$ cat src/hw/rtl/weighted_moment_accumulator_assert.svh
// assertion macros shared by the weighted moment accumulator modules
`ifndef WEIGHTED_MOMENT_ACCUMULATOR_ASSERT_SVH
`define WEIGHTED_MOMENT_ACCUMULATOR_ASSERT_SVH

// condition in this cycle implies consequence in the same cycle
`define WMA_ASSERT_IMPLY(label, clk, rst, ante, cons, msg) \
   label: assert property (@(posedge clk) disable iff (rst) (ante) |-> (cons)) else $error(msg);

// condition in this cycle implies consequence in the next cycle
`define WMA_ASSERT_NEXT(label, clk, rst, ante, cons, msg) \
   label: assert property (@(posedge clk) disable iff (rst) (ante) |=> (cons)) else $error(msg);

`endif

$ cat src/hw/rtl/wma_pkg.sv
// shared widths, types and constants of the weighted moment accumulator
`timescale 1ns / 1ps

package wma_pkg;

   // input field widths
   localparam int OFFSET_W = 11;
   localparam int WEIGHT_W = 17;
   localparam int VALUE_W  = 16;

   // accumulator widths
   localparam int SUM_W_W   = 29;
   localparam int SUM_WW_W  = 45;
   localparam int SUM_WD_W  = 44;
   localparam int SUM_MOM_W = 64;

   // result widths
   localparam int FLUX_W   = 36;
   localparam int MOMENT_W = 40;
   localparam int STATUS_W = 2;

   // object queue between front and back
   localparam int QUEUE_DEPTH = 2;
   localparam int QUEUE_PTR_W = $clog2(QUEUE_DEPTH);
   localparam int QUEUE_CNT_W = $clog2(QUEUE_DEPTH + 1);

   // serial divider
   localparam int DIV_NUM_W = 80;
   localparam int DIV_DEN_W = SUM_WW_W;
   localparam int DIV_CNT_W = $clog2(DIV_NUM_W);

   // configuration port
   localparam int CSR_ADDR_W = 3;
   localparam int CSR_DATA_W = 32;

   // finished sums of one object
   typedef struct packed {
      logic        [SUM_W_W-1:0]   sum_weight;
      logic        [SUM_WW_W-1:0]  sum_weight_sq;
      logic signed [SUM_WD_W-1:0]  sum_weighted_data;
      logic signed [SUM_MOM_W-1:0] sum_wd_xx;
      logic signed [SUM_MOM_W-1:0] sum_wd_yy;
      logic signed [SUM_MOM_W-1:0] sum_wd_xy;
   } sums_type;

   // divider request and response
   typedef struct packed {
      logic                 go;
      logic [DIV_NUM_W-1:0] numerator;
      logic [DIV_DEN_W-1:0] denominator;
   } div_req_type;

   typedef struct packed {
      logic                 done;
      logic [DIV_NUM_W-1:0] quotient;
   } div_rsp_type;

endpackage

$ cat src/hw/rtl/wma_queue.sv
// short queue of finished object sums between front and back
`timescale 1ns / 1ps
`include "weighted_moment_accumulator_assert.svh"

module wma_queue import wma_pkg::*; (
   input  logic     clock,
   input  logic     reset,
   input  logic     push,
   input  sums_type push_data,
   input  logic     pop,
   output sums_type head,
   output logic     empty
);

   sums_type               entries_ff [QUEUE_DEPTH];
   logic [QUEUE_PTR_W-1:0] wr_ptr_in;
   logic [QUEUE_PTR_W-1:0] wr_ptr_ff;
   logic [QUEUE_PTR_W-1:0] rd_ptr_in;
   logic [QUEUE_PTR_W-1:0] rd_ptr_ff;
   logic [QUEUE_CNT_W-1:0] count_in;
   logic [QUEUE_CNT_W-1:0] count_ff;

   assign head  = entries_ff[rd_ptr_ff];
   assign empty = (count_ff == '0);

   // pointer and fill count update
   always_comb begin
      wr_ptr_in = wr_ptr_ff;
      rd_ptr_in = rd_ptr_ff;
      count_in  = count_ff;
      if (push) begin
         wr_ptr_in = (wr_ptr_ff == QUEUE_PTR_W'(QUEUE_DEPTH - 1))
                   ? '0 : wr_ptr_ff + QUEUE_PTR_W'(1);
      end
      if (pop) begin
         rd_ptr_in = (rd_ptr_ff == QUEUE_PTR_W'(QUEUE_DEPTH - 1))
                   ? '0 : rd_ptr_ff + QUEUE_PTR_W'(1);
      end
      case ({push, pop})
         2'b10:   count_in = count_ff + QUEUE_CNT_W'(1);
         2'b01:   count_in = count_ff - QUEUE_CNT_W'(1);
         default: count_in = count_ff;
      endcase
   end

   always_ff @(posedge clock) begin
      if (reset) begin
         wr_ptr_ff <= '0;
         rd_ptr_ff <= '0;
         count_ff  <= '0;
      end else begin
         wr_ptr_ff <= wr_ptr_in;
         rd_ptr_ff <= rd_ptr_in;
         count_ff  <= count_in;
      end
   end

   // entry storage
   always_ff @(posedge clock) begin
      if (push) begin
         entries_ff[wr_ptr_ff] <= push_data;
      end
   end

   `WMA_ASSERT_IMPLY(a_no_push_when_full, clock, reset, push, count_ff != QUEUE_CNT_W'(QUEUE_DEPTH), "object pushed into a full queue")
   `WMA_ASSERT_IMPLY(a_no_pop_when_empty, clock, reset, pop, count_ff != '0, "object popped from an empty queue")

endmodule

$ cat config.mk
export PLATFORM = sky130hd
export DESIGN_NAME = wma_queue
export DESIGN_NICKNAME = d
export VERILOG_FILES = /design/src/hw/rtl/wma_pkg.sv /design/src/hw/rtl/wma_queue.sv
export VERILOG_INCLUDE_DIRS = /design/src /design/src/hw/rtl
export SDC_FILE = /design/constraint.sdc
export NUM_CORES = 1
export LEC_CHECK = 0
export ABC_AREA = 1
export BUFFER_PORTS_ARGS = -buffer_cell sky130_fd_sc_hd__buf_2
export CAP_MARGIN = 20
export CORE_AREA = 4 4 241 243
export CTS_BUF_LIST = sky130_fd_sc_hd__clkbuf_16
export DETAILED_ROUTE_END_ITERATION = 10
export DIE_AREA = 0 0 245 247
export GPL_TIMING_DRIVEN = 0
export PLACE_DENSITY = 0.64
export SLEW_MARGIN = 10
export SYNTH_ARGS = -nofsm -noshare
export SYNTH_HDL_FRONTEND = slang
export SYNTH_SLANG_ARGS = --single-unit
$ cat constraint.sdc
create_clock -name clock -period 16.5 [get_ports clock]
set_input_delay 0.825 -clock clock [delete_from_list [all_inputs] [get_ports clock]]
set_output_delay 0.825 -clock clock [all_outputs]
set_load 0.05 [all_outputs]
==> metrics.md, run 1 <==
| Metric | Value |
|---|---|
| Outcome | `finished clean` |
| Worst path slowest cell | `dfxtp_1` |
| Share of layout cells above drive strength 1 | `roughly 61%` |
| Synthesis-stage register bit count | `625` |
| PwrDens | `~130 mW/mm^2` |
| Io pins | `~630` |
| Initial antenna violation count | `15` |
| Die Wd | `around 250 um` |
| Power Total | `between 3 and 4 mW` |
| Crit path arrival time | `between 2 and 2.5 ns` |
| Cells after synthesis | `between 900 and 1000` |
| CP Class | `flip-flop to primary output` |
| Remaining DRCs | `0` |
| Most numerous cell on the critical path | `buf_6` |
| Drt wl/cell | `21.4 um` |
| Seq/Total Area, Yosys | `slightly above 80%` |
| Worst-case reg-to-reg path depth | `4` |
| Slew @ Worst Pin | `~0.64 ns` |
| Syn avg cell area | `~23 um^2` |
| Row Count | `87` |
| Fmax | `between 300 and 400 MHz` |
| H-Tree Depth | `3` |
| R2r setup slk | `14.16 ns` |
| Starting Density | `roughly two fifths` |
| Yosys cell types | `14` |
| Routability congestion estimate | `around 0.8` |
| Max Slew Vio Count | `0` |
| CTS Hold Bufs | `0` |
| Placed Area | `approximately 0.027 mm^2` |
| Nets | `~2000` |
| Slowest stage delay, CP | `0.41 ns` |
| Count of final setup violators | `0` |
| CTS buffer count | `67` |
| Area of the mapped netlist | `approximately 0.023 mm^2` |
| Worst Path Max Fanout | `10` |
| Starting DRT DRC Count | `approximately 590` |
| Area growth syn-to-layout | `28.6%` |
| HPWL after DPL | `39100 um` |
| Largest net degree at the start of global routing | `approximately 110` |
| First-pass GRT wire length | `about 77000 um` |
| RSZ-0062 raised after global routing | `no` |
| Via count | `about 12000` |
| Clock insertion delay at the later pin of the skew report | `0.59 ns` |
| Synth Net Count | `between 1000 and 1500` |
| Die area | `0.0605 mm^2` |
| Setup Skew | `approximately 0.014 ns` |
| Peak VDD IR | `roughly 0.00011 V` |
| Data required time of the worst path | `approximately 16 ns` |
| Hold Path Depth | `1` |
| Crit. End Element | `primary output` |
| Hold Path Class | `input pin to flip-flop` |
| P_leak | `approximately 11 nW` |
| Vias in the first global route | `roughly 13000` |
| Grt total ovfl | `0` |
| Max Cap Violations | `0` |
| Gr usage total | `17.1%` |
| Die Span Y | `between 200 and 250 um` |
| CTS sink cnt | `625` |
| Clk slew on worst S/H paths | `~0.06 ns` |
| CP Launch Type | `flip-flop` |
| Yosys warns | `0` |
| Fin crit share | `between 10% and 20%` |
| Final Critical Period | `between 2 and 3 ns` |
| Clock buffer depth | `3` |
| Finished Cell Area | `~0.03 mm^2` |
| Port Buffers | `roughly 620` |
| Reg2reg start | `wr_ptr_ff` |
| Crit-path cells | `buf_6 -> buf_6 -> mux2_2 -> buf_2` |
| Postcts setup bufs | `0` |
| Routed WL | `around 54000 um` |
| Rel. slew slack | `a little under three fifths` |
| Final hold vios | `0` |
| Root Driver | `clkbuf_16` |
| Most common cell after layout, fill and taps aside | `buf_2` |
| Number of routed nets with antenna violations | `0` |
| Via density | `~4.7` |
| Hold Startpoint | `push_data[69]` |
| Core area | `approximately 0.056 mm^2` |
| # resized after CTS | `0` |
| Most frequent cells in the layout | `buf_2, edfxtp_1, mux2_2` |
| CTS tree | `built` |
| DR pass1 iterations | `4` |
## critical path, delay by kind of cell, from the launching register on
| family | cells | cell delay [ns] |
|---|---|---|
| flip-flops | 1 | 0.41 |
| multiplexers | 1 | 0.38 |
| buffers and inverters | 3 | 0.70 |
## logic make-up (layout without fill, tap and decap cells)
logic type      Yosys count  count (layout)  share of synthesized area [%]
other cells               0               8                              0
mux                     310             310                           15.4
simple gates             16              16                          0.281
fa+ha+maj                 1               1                         0.0551
flops                   625             625                           82.4
xor+xnor                  1               1                         0.0386
buf+inv                  40             800                           1.76
compound gates            2               2                         0.0440
## flip-flops by register name (all words and copies together), names as in the netlist, named ones only
name,count
count_ff,2
entries_ff,620
rd_ptr_ff,1
wr_ptr_ff,1
## path summary, 6_finish.rpt
check | end
worst max-delay path | head[126]
worst min-delay path | entries_ff[1][69]
worst max register to register | entries_ff[1][206]
worst min register to register | rd_ptr_ff
## per-layer routing
layer | vias to the layer above | part of all wire (%) | track usage, % | wire [um]
li1 | 5411 | - | - | -
met1 | 5942 | 36 | 18.8 | 19500
met2 | 430 | 53 | 30.5 | 28300
met3 | 94 | 8.3 | 6.16 | 4480
met4 | 16 | 2.6 | 6.11 | 1390
met5 | - | 0.19 | 0 | 103
## cell usage after synthesis
library cell	n	area share, %
inv_1	6	0.099
o21ai_0	1	0.022
mux2_2	310	15
nand2_1	5	0.083
nor2_1	9	0.15
dfxtp_1	5	0.44
nand4_1	1	0.028
xnor2_1	1	0.039
ha_1	1	0.055
nor3_1	1	0.022
buf_2	1	0.022
edfxtp_1	620	82
buf_6	33	1.6
a21oi_1	1	0.022
## power by group
group | internal (mW) | total (mW) | switching [mW]
clock network | 0.790 | 1.38 | 0.591
registers | 1.84 | 1.86 | 0.0169
logic | 0.185 | 0.635 | 0.450
## layout make-up
class | instances | area, um^2
Fill cell | 4618 | 26700
Sequential cell | 625 | 18700
Multi-Input combinational cell | 330 | 3590
Timing Repair Buffer | 640 | 3490
Clock buffer | 67 | 1680
Tap cell | 756 | 946
Buffer | 34 | 377
Clock inverter | 53 | 357
Inverter | 6 | 30.0
Antenna cell | 8 | 20.0
## through the flow
stage                     setup TNS, ns  utilization [%]  worst slack (ns)  hold WS (ns)  cells
final                                 0             52.2             13.58         0.420   2519
after global routing                  0             52.2             13.47         0.374   2517
after CTS                             0             52.2             13.48         0.366   2511
after detailed placement              0             48.5             13.66         0.519   2391
after global placement         -1838.78             47.8             -5.98         0.496   2375
after floorplan                       0                -              1.65         0.477    995
(Power assumes the default switching activity.)
==> run 2, diff against run 1 <==
==> constraint.sdc (replaced) <==
create_clock -name clock -period 2.9 [get_ports clock]
set_input_delay 0.145 -clock clock [delete_from_list [all_inputs] [get_ports clock]]
set_output_delay 0.145 -clock clock [all_outputs]
set_load 0.05 [all_outputs]
==> run 2 against run 1 <==
  * Final cell count rose by 12%
  * Routed wire length is 7.6% higher
  * Sequential share of layout area shrank 6.4 points
  * Combinational power rose to 6.3 times the previous value
  * Critical path depth grew 3
  * Clock skew increased by 0.0096 ns
  * Design area increased by 11%
  * Count of clock-buffer cells in the layout grew 1
  * Power rose to 5.8 times the previous value
  * Global-route usage increased by 1.4 points
  * Highest routed layer is now met4
  * Hold slack got worse by 0.14 ns
  * Die area unchanged
==> metrics.md, run 2 (same netlist as run 1, synthesis figures left out) <==
| Metric | Value |
|---|---|
| Slowest stage delay, CP | `around 0.36 ns` |
| Via count | `13258` |
| Largest net degree at the start of global routing | `37` |
| Root Driver | `clkbuf_16` |
| Postcts setup bufs | `0` |
| Routed WL | `57900 um` |
| RSZ-0062 raised after global routing | `no` |
| CTS buffer count | `between 60 and 70` |
| HPWL after DPL | `between 30000 and 40000 um` |
| Cells after DPL | `between 2000 and 2500` |
| Worst path slowest cell | `dfxtp_2` |
| Port Buffers | `roughly 620` |
| CTS tree | `built` |
| Crit path buf inv count | `6` |
| CP delay by family, top | `buffers and inverters` |
| Crit. End Element | `flip-flop` |
| Drt wl/cell | `roughly 20 um` |
| PwrDens | `roughly 690 mW/mm^2` |
| Clock insertion delay at the later pin of the skew report | `~0.6 ns` |
| Clock buffer depth | `3` |
| R2r endpoint | `entries_ff[1][51]` |
| Crit-path cells | `nand2_2 -> clkinvlp_4 -> buf_12 -> buf_12 -> buf_12 -> buf_12 -> buf_12` |
| CTS Hold Bufs | `314` |
| CP Launch Type | `flip-flop` |
| R2r setup slk | `around 0.54 ns` |
| Comb power frac | `between 10% and 20%` |
| Final setup margin | `0.539 ns` |
| CP startpoint | `wr_ptr_ff` |
| DR pass1 iterations | `5` |
| # resized after CTS | `0` |
| Part of the power in the clock network | `a little over a third` |
| P_leak | `~12 nW` |
| Max reg flops | `620` |
| Via density | `around 4.7` |
| Worst Setup EP | `entries_ff[1][51]` |
| Non-filler cells, final | `around 2800` |
| Area growth syn-to-layout | `42.9%` |
| Crit path arrival time | `2.63 ns` |
| Gr usage total | `roughly 18%` |
| CP Class | `flip-flop to flip-flop` |
| Psw | `about 6.2 mW` |
| Crit path depth | `7` |
| Io pins | `625` |
| Rel. slew slack | `67.9%` |
| Starting Density | `40.6%` |
| Most frequent cells in the layout | `buf_2, edfxtp_1, dlygate4sd3_1` |
| Vias in the first global route | `about 15000` |
| Most common cell after layout, fill and taps aside | `buf_2` |
| Number of routed nets with antenna violations | `0` |
| Grt total ovfl | `0` |
| Die Span Y | `247 um` |
| Row Count | `87` |
| Outcome | `finished clean` |
| Core area | `around 0.056 mm^2` |
| Internal Power | `about 16 mW` |
| Final hold vios | `0` |
| Top reg by flops | `entries_ff` |
| Clk slew on worst S/H paths | `0.06 ns` |
| Most numerous cell on the critical path | `buf_12` |
| Routability congestion estimate | `between 0.8 and 0.9` |
| H-Tree Depth | `3` |
| Count of final setup violators | `0` |
| Data required time of the worst path | `roughly 3.2 ns` |
| Setup Skew | `roughly 0.024 ns` |
| Fillcell total | `4200` |
| Biggest regs | `entries_ff x620, count_ff x2` |
| Die area | `around 0.061 mm^2` |
| Share of layout cells above drive strength 1 | `between 50% and 60%` |
| Hold Path Class | `input pin to flip-flop` |
| Remaining DRCs | `0` |
| DP Worst Slack | `0.500 ns` |
| Starting DRT DRC Count | `about 550` |
| Max Cap Violations | `0` |
| Worst Path Max Fanout | `33` |
| First-pass GRT wire length | `approximately 85000 um` |
| CTS sink cnt | `between 600 and 700` |
| Seq pwr share | `47.0%` |
| Nets | `2339` |
| Sw Share | `27.4%` |
| Reg2reg start | `wr_ptr_ff` |
| Die Wd | `245 um` |
| Max Slew Vio Count | `0` |
| Fin crit share | `about four fifths` |
| Peak VDD IR | `~0.00062 V` |
| Worst-case reg-to-reg path depth | `7` |
| Slew @ Worst Pin | `between 0.4 and 0.5 ns` |
| Fmax | `between 400 and 500 MHz` |
| Final Critical Period | `2.36 ns` |
| Initial antenna violation count | `8` |
[run 2: how the worst min path moves through the flow]
| stage | cells past startpoint | endpoint | startpoint |
|---|---|---|---|
| final | 2 | entries_ff[0][287] | push_data[287] |
| after global routing | 2 | entries_ff[0][287] | push_data[287] |
| after CTS | 2 | entries_ff[1][273] | push_data[273] |
| after detailed placement | 1 | entries_ff[0][122] | push_data[122] |
| after global placement | 1 | entries_ff[1][39] | push_data[39] |
| after floorplan | 1 | wr_ptr_ff | reset |
[run 2: per-layer routing]
layer,global-route usage (%),share of wire [%]
met2,33.5,54
met4,8.14,3.7
met1,19.9,35
met5,0,0
met3,5.57,7.3
[run 2: final cells by class]
class                           instances  area, um^2  share of cell area, %
Buffer                                 34         377                   1.16
Sequential cell                       625       18700                   57.7
Clock inverter                         46         330                   1.02
Tap cell                              756         946                   2.91
Timing Repair Buffer                  960        6740                   20.8
Clock buffer                           68        1700                   5.24
Inverter                                6        26.3                 0.0810
Antenna cell                            8        20.0                 0.0617
Multi-Input combinational cell        330        3600                   11.1
[run 2: power groups by stage]
stage / combinational, mW / sequential (mW) / clock [mW]
2_1_floorplan: 2.58 / 10.8 / 0
3_3_place_gp: 3.54 / 10.9 / 0
3_5_place_dp: 3.67 / 10.8 / 0
4_1_cts: 4.04 / 10.6 / 8.14
5_1_grt: 4.19 / 10.6 / 8.53
6_report: 4.01 / 10.6 / 7.92
[run 2: worst reg2reg max path, cell delays in order (launching register included)]
cell	delay, ns
dfxtp_2	0.36
nand2_2	0.07
clkinvlp_4	0.34
buf_12	0.27
buf_12	0.24
buf_12	0.24
buf_12	0.25
buf_12	0.27
[run 2: stage by stage]
stage                     power (mW)  instance area, um^2  setup TNS (ns)  hold WS, ns  util [%]
after global routing            23.3                32500               0        0.243      58.0
final                           22.5                32500               0        0.279      58.0
after floorplan                 13.4                22700        -1537.68        0.217         -
after CTS                       22.8                32400               0        0.219      58.0
after detailed placement        14.4                27300               0        0.336      48.7
after global placement          14.4                26800        -3178.55        0.332      47.9
==> run 3, diff against run 2 <==
--- a/config.mk
+++ b/config.mk
@@ -6,7 +6,7 @@
 export SDC_FILE = /design/constraint.sdc
 export NUM_CORES = 1
 export LEC_CHECK = 0
-export ABC_AREA = 1
+export ABC_AREA = 0
 export BUFFER_PORTS_ARGS = -buffer_cell sky130_fd_sc_hd__buf_2
 export CAP_MARGIN = 20
 export CORE_AREA = 4 4 241 243
==> constraint.sdc (replaced) <==
create_clock -name clock -period 2.4 [get_ports clock]
set_input_delay 0.12 -clock clock [delete_from_list [all_inputs] [get_ports clock]]
set_output_delay 0.12 -clock clock [all_outputs]
set_load 0.05 [all_outputs]
==> run 3 against run 2 <==
  * Register-to-register slack lost 0.28 ns
  * Die area is the same
  * Non-clock buffer count shrank 4
  * Final cell count shrank 0.67%
  * Largest power group unchanged
  * Routed wire length shrank 1.3%
  * Worst setup slack lost 0.41 ns
  * Core utilization shrank 0.25 points
  * Design area shrank 0.42%
  * Sequential share of layout area grew 0.25 points
  * Critical path depth shrank 3
  * First-iteration DRC count shrank 11%
==> metrics.md, run 3 <==
| Metric | Value |
|---|---|
| Root Driver | `clkbuf_16` |
| DP Worst Slack | `0.100 ns` |
| Row Count | `87` |
| Via density | `approximately 4.7` |
| Post-synthesis compound-gate area fraction | `less than 1%` |
| Most frequent cells in the layout | `buf_2, edfxtp_1, dlygate4sd3_1` |
| Synth area leader | `edfxtp_1` |
| Worst-case reg-to-reg path depth | `4` |
| Yosys cell types | `14` |
| Setup TNS | `0 ns` |
| Clock insertion delay at the later pin of the skew report | `0.62 ns` |
| Outcome | `finished clean` |
| Die area | `0.0605 mm^2` |
| Syn avg cell area | `23.0 um^2` |
| Initial antenna violation count | `7` |
| Post-synth top flop | `edfxtp_1` |
| Crit path depth | `4` |
| Area of the mapped netlist | `about 0.023 mm^2` |
| Synth cell count leaders | `edfxtp_1, mux2_2, buf_6, nor2_1, dfxtp_1` |
| Port Buffers | `~620` |
| Vias in the first global route | `between 10000 and 15000` |
| Gr usage total | `between 15 and 20%` |
| Hold_ws | `around 0.11 ns` |
| Die Span Y | `247 um` |
| Simple-gate share of the synthesized area | `less than 1%` |
| Post-synth ARST share | `0%` |
| Part of the power in the clock network | `approximately 34%` |
| R2r setup slk | `0.26 ns` |
| First-pass GRT wire length | `83400 um` |
| Count leader, synth | `edfxtp_1` |
| Io pins | `625` |
| Final setup margin | `around 0.13 ns` |
| Setup Skew | `~0.027 ns` |
| CP Class | `flip-flop to primary output` |
| Fin crit share | `a little over nine tenths` |
| Clk slew on worst S/H paths | `about 0.06 ns` |
| Data required time of the worst path | `2.28 ns` |
| Slew @ Worst Pin | `0.616 ns` |
| Via count | `about 13000` |
| PwrDens | `about 850 mW/mm^2` |
| CP delay by family, top | `buffers and inverters` |
| Hold Path Depth | `3` |
| Synth Net Count | `1300` |
| Worst path slowest cell | `dfxtp_1` |
| H-Tree Depth | `2` |
| P_leak | `roughly 12 nW` |
| CTS sink cnt | `about 630` |
| Worst Path Max Fanout | `10` |
| Top reg by flops | `entries_ff` |
| Seq/Total Area, Yosys | `~83%` |
| Crit-path cells | `buf_8 -> buf_6 -> mux2_2 -> buf_2` |
| Postcts setup bufs | `0` |
| Clock buffer depth | `3` |
| Number of routed nets with antenna violations | `0` |
| Count of final setup violators | `0` |
| Sw Share | `a little over a quarter` |
| Mux cell area share after synthesis | `about 15%` |
| RSZ-0062 raised after global routing | `no` |
| Synthesis-stage register bit count | `about 630` |
| CTS tree | `built` |
| Area growth syn-to-layout | `42.5%` |
| Die Wd | `~250 um` |
| CP Launch Type | `flip-flop` |
| Core area | `between 0.05 and 0.06 mm^2` |
| Internal Power | `approximately 20 mW` |
| Final Critical Period | `approximately 2.3 ns` |
| Dominant cells by area after synthesis | `edfxtp_1, mux2_2, buf_6` |
| Share of layout cells above drive strength 1 | `52.2%` |
| Hold Path Class | `input pin to flip-flop` |
| Placed Area | `roughly 0.027 mm^2` |
| Max Slew Vio Count | `0` |
| Biggest regs | `entries_ff x620, count_ff x2` |
| CTS buffer count | `61` |
| Routability congestion estimate | `roughly 0.79` |
| Max reg flops | `between 600 and 700` |
| Slowest stage delay, CP | `roughly 0.44 ns` |
| Seq pwr share | `around 47%` |
| HPWL after DPL | `just under 40000 um` |
| Synth Area in Adders | `less than 1%` |
| Starting DRT DRC Count | `between 400 and 500` |
| Remaining DRCs | `0` |
| Comb power frac | `between 10% and 20%` |
| Crit path arrival time | `about 2.2 ns` |
| Nets | `roughly 2300` |
| Most common cell after layout, fill and taps aside | `buf_2` |
| Grt total ovfl | `0` |
| Crit. End Element | `primary output` |
| Largest family of logic cells by synthesized area | `multiplexers` |
| Max Cap Violations | `0` |
| Drt wl/cell | `approximately 20 um` |
| Psw | `between 7 and 8 mW` |
| Crit path buf inv count | `3` |
| Cells after synthesis | `985` |
| Peak VDD IR | `about 0.00077 V` |
| Routed WL | `approximately 57000 um` |
| Largest net degree at the start of global routing | `60` |
| Yosys top cell area share | `82.1%` |
| Xor/xnor share of the synthesized area | `less than 1%` |
| Number of flops mapped to enable cells by yosys | `between 600 and 700` |
| Final hold vios | `0` |
| Rel. slew slack | `about three fifths` |
| Fmax | `around 440 MHz` |
| DR pass1 iterations | `6` |
| Starting Density | `40.5%` |
| Finished Cell Area | `0.0323 mm^2` |
| Yosys warns | `0` |
run 3: cell types whose count changed after synthesis:
cell	change
inv_1	-5
nand2_1	-5
nor2_1	-3
xnor2_1	+2
and2_1	+1
nand4_1	-1
nor3_1	-1
or3_1	+1
xor2_1	+1
run 3: power by group through the flow:
| stage | clock [mW] | sequential (mW) | combinational [mW] |
|---|---|---|---|
| floorplan | 0 | 13.2 | 3.32 |
| global placement | 0 | 13.2 | 4.55 |
| detailed placement | 0 | 13.1 | 4.72 |
| CTS | 9.56 | 12.9 | 5.17 |
| global route | 10.1 | 12.9 | 5.37 |
| finish | 9.37 | 12.9 | 5.14 |
run 3: area by class of cell:
type	count	area, um^2
multi-input combinational	326	3600
timing repair buffer	956	6700
antenna	5	12.5
inverter	1	3.75
tap	756	946
buffer	34	380
clock buffer	61	1530
sequential	625	18700
fill	4176	23600
clock inverter	50	429
run 3: metrics by stage:
| step | instances | power, mW | utilization (%) |
|---|---|---|---|
| final | 2814 | 27.4 | 57.8 |
| after global routing | 2813 | 28.4 | 57.8 |
| after CTS | 2808 | 27.6 | 57.7 |
| after detailed placement | 2384 | 17.8 | 48.6 |
| after global placement | 2365 | 17.8 | 47.8 |
| after floorplan | 985 | 16.5 | - |
run 3: routing by layer:
metal | GRT usage (%) | up-vias | part of all wire (%)
li1 | - | 5998 | -
met5 | 0 | - | 0.023
met4 | 6.34 | 2 | 3.1
met3 | 5.74 | 116 | 7.6
met2 | 32.6 | 468 | 53
met1 | 20.2 | 6585 | 36
run 3: cell families after synthesis:
| kind of cell | count (synthesis) |
|---|---|
| mux | 310 |
| buf+inv | 35 |
| xor+xnor | 4 |
| compound gates | 2 |
| fa+ha+maj | 1 |
| flops | 625 |
| simple gates | 8 |
run 3: worst min-delay path, delay by kind of cell:
family	cells	cell delay, ns
and+or+nand+nor	1	0.14
buffers and inverters	2	0.26
run 3: final timing paths:
| path | from | end |
|---|---|---|
| setup reg to reg | wr_ptr_ff | entries_ff[1][256] |
| hold / removal | push | entries_ff[0][35] |
| hold reg to reg | count_ff[1] | count_ff[1] |
| setup / recovery | flip-flop | head[116] |
run 3: what timing repair did:
action	CTS	global route
hold buffers	313	0
endpoints found under the setup margin	0	34
gates resized for setup	0	1
hold endpoints to repair	625	0
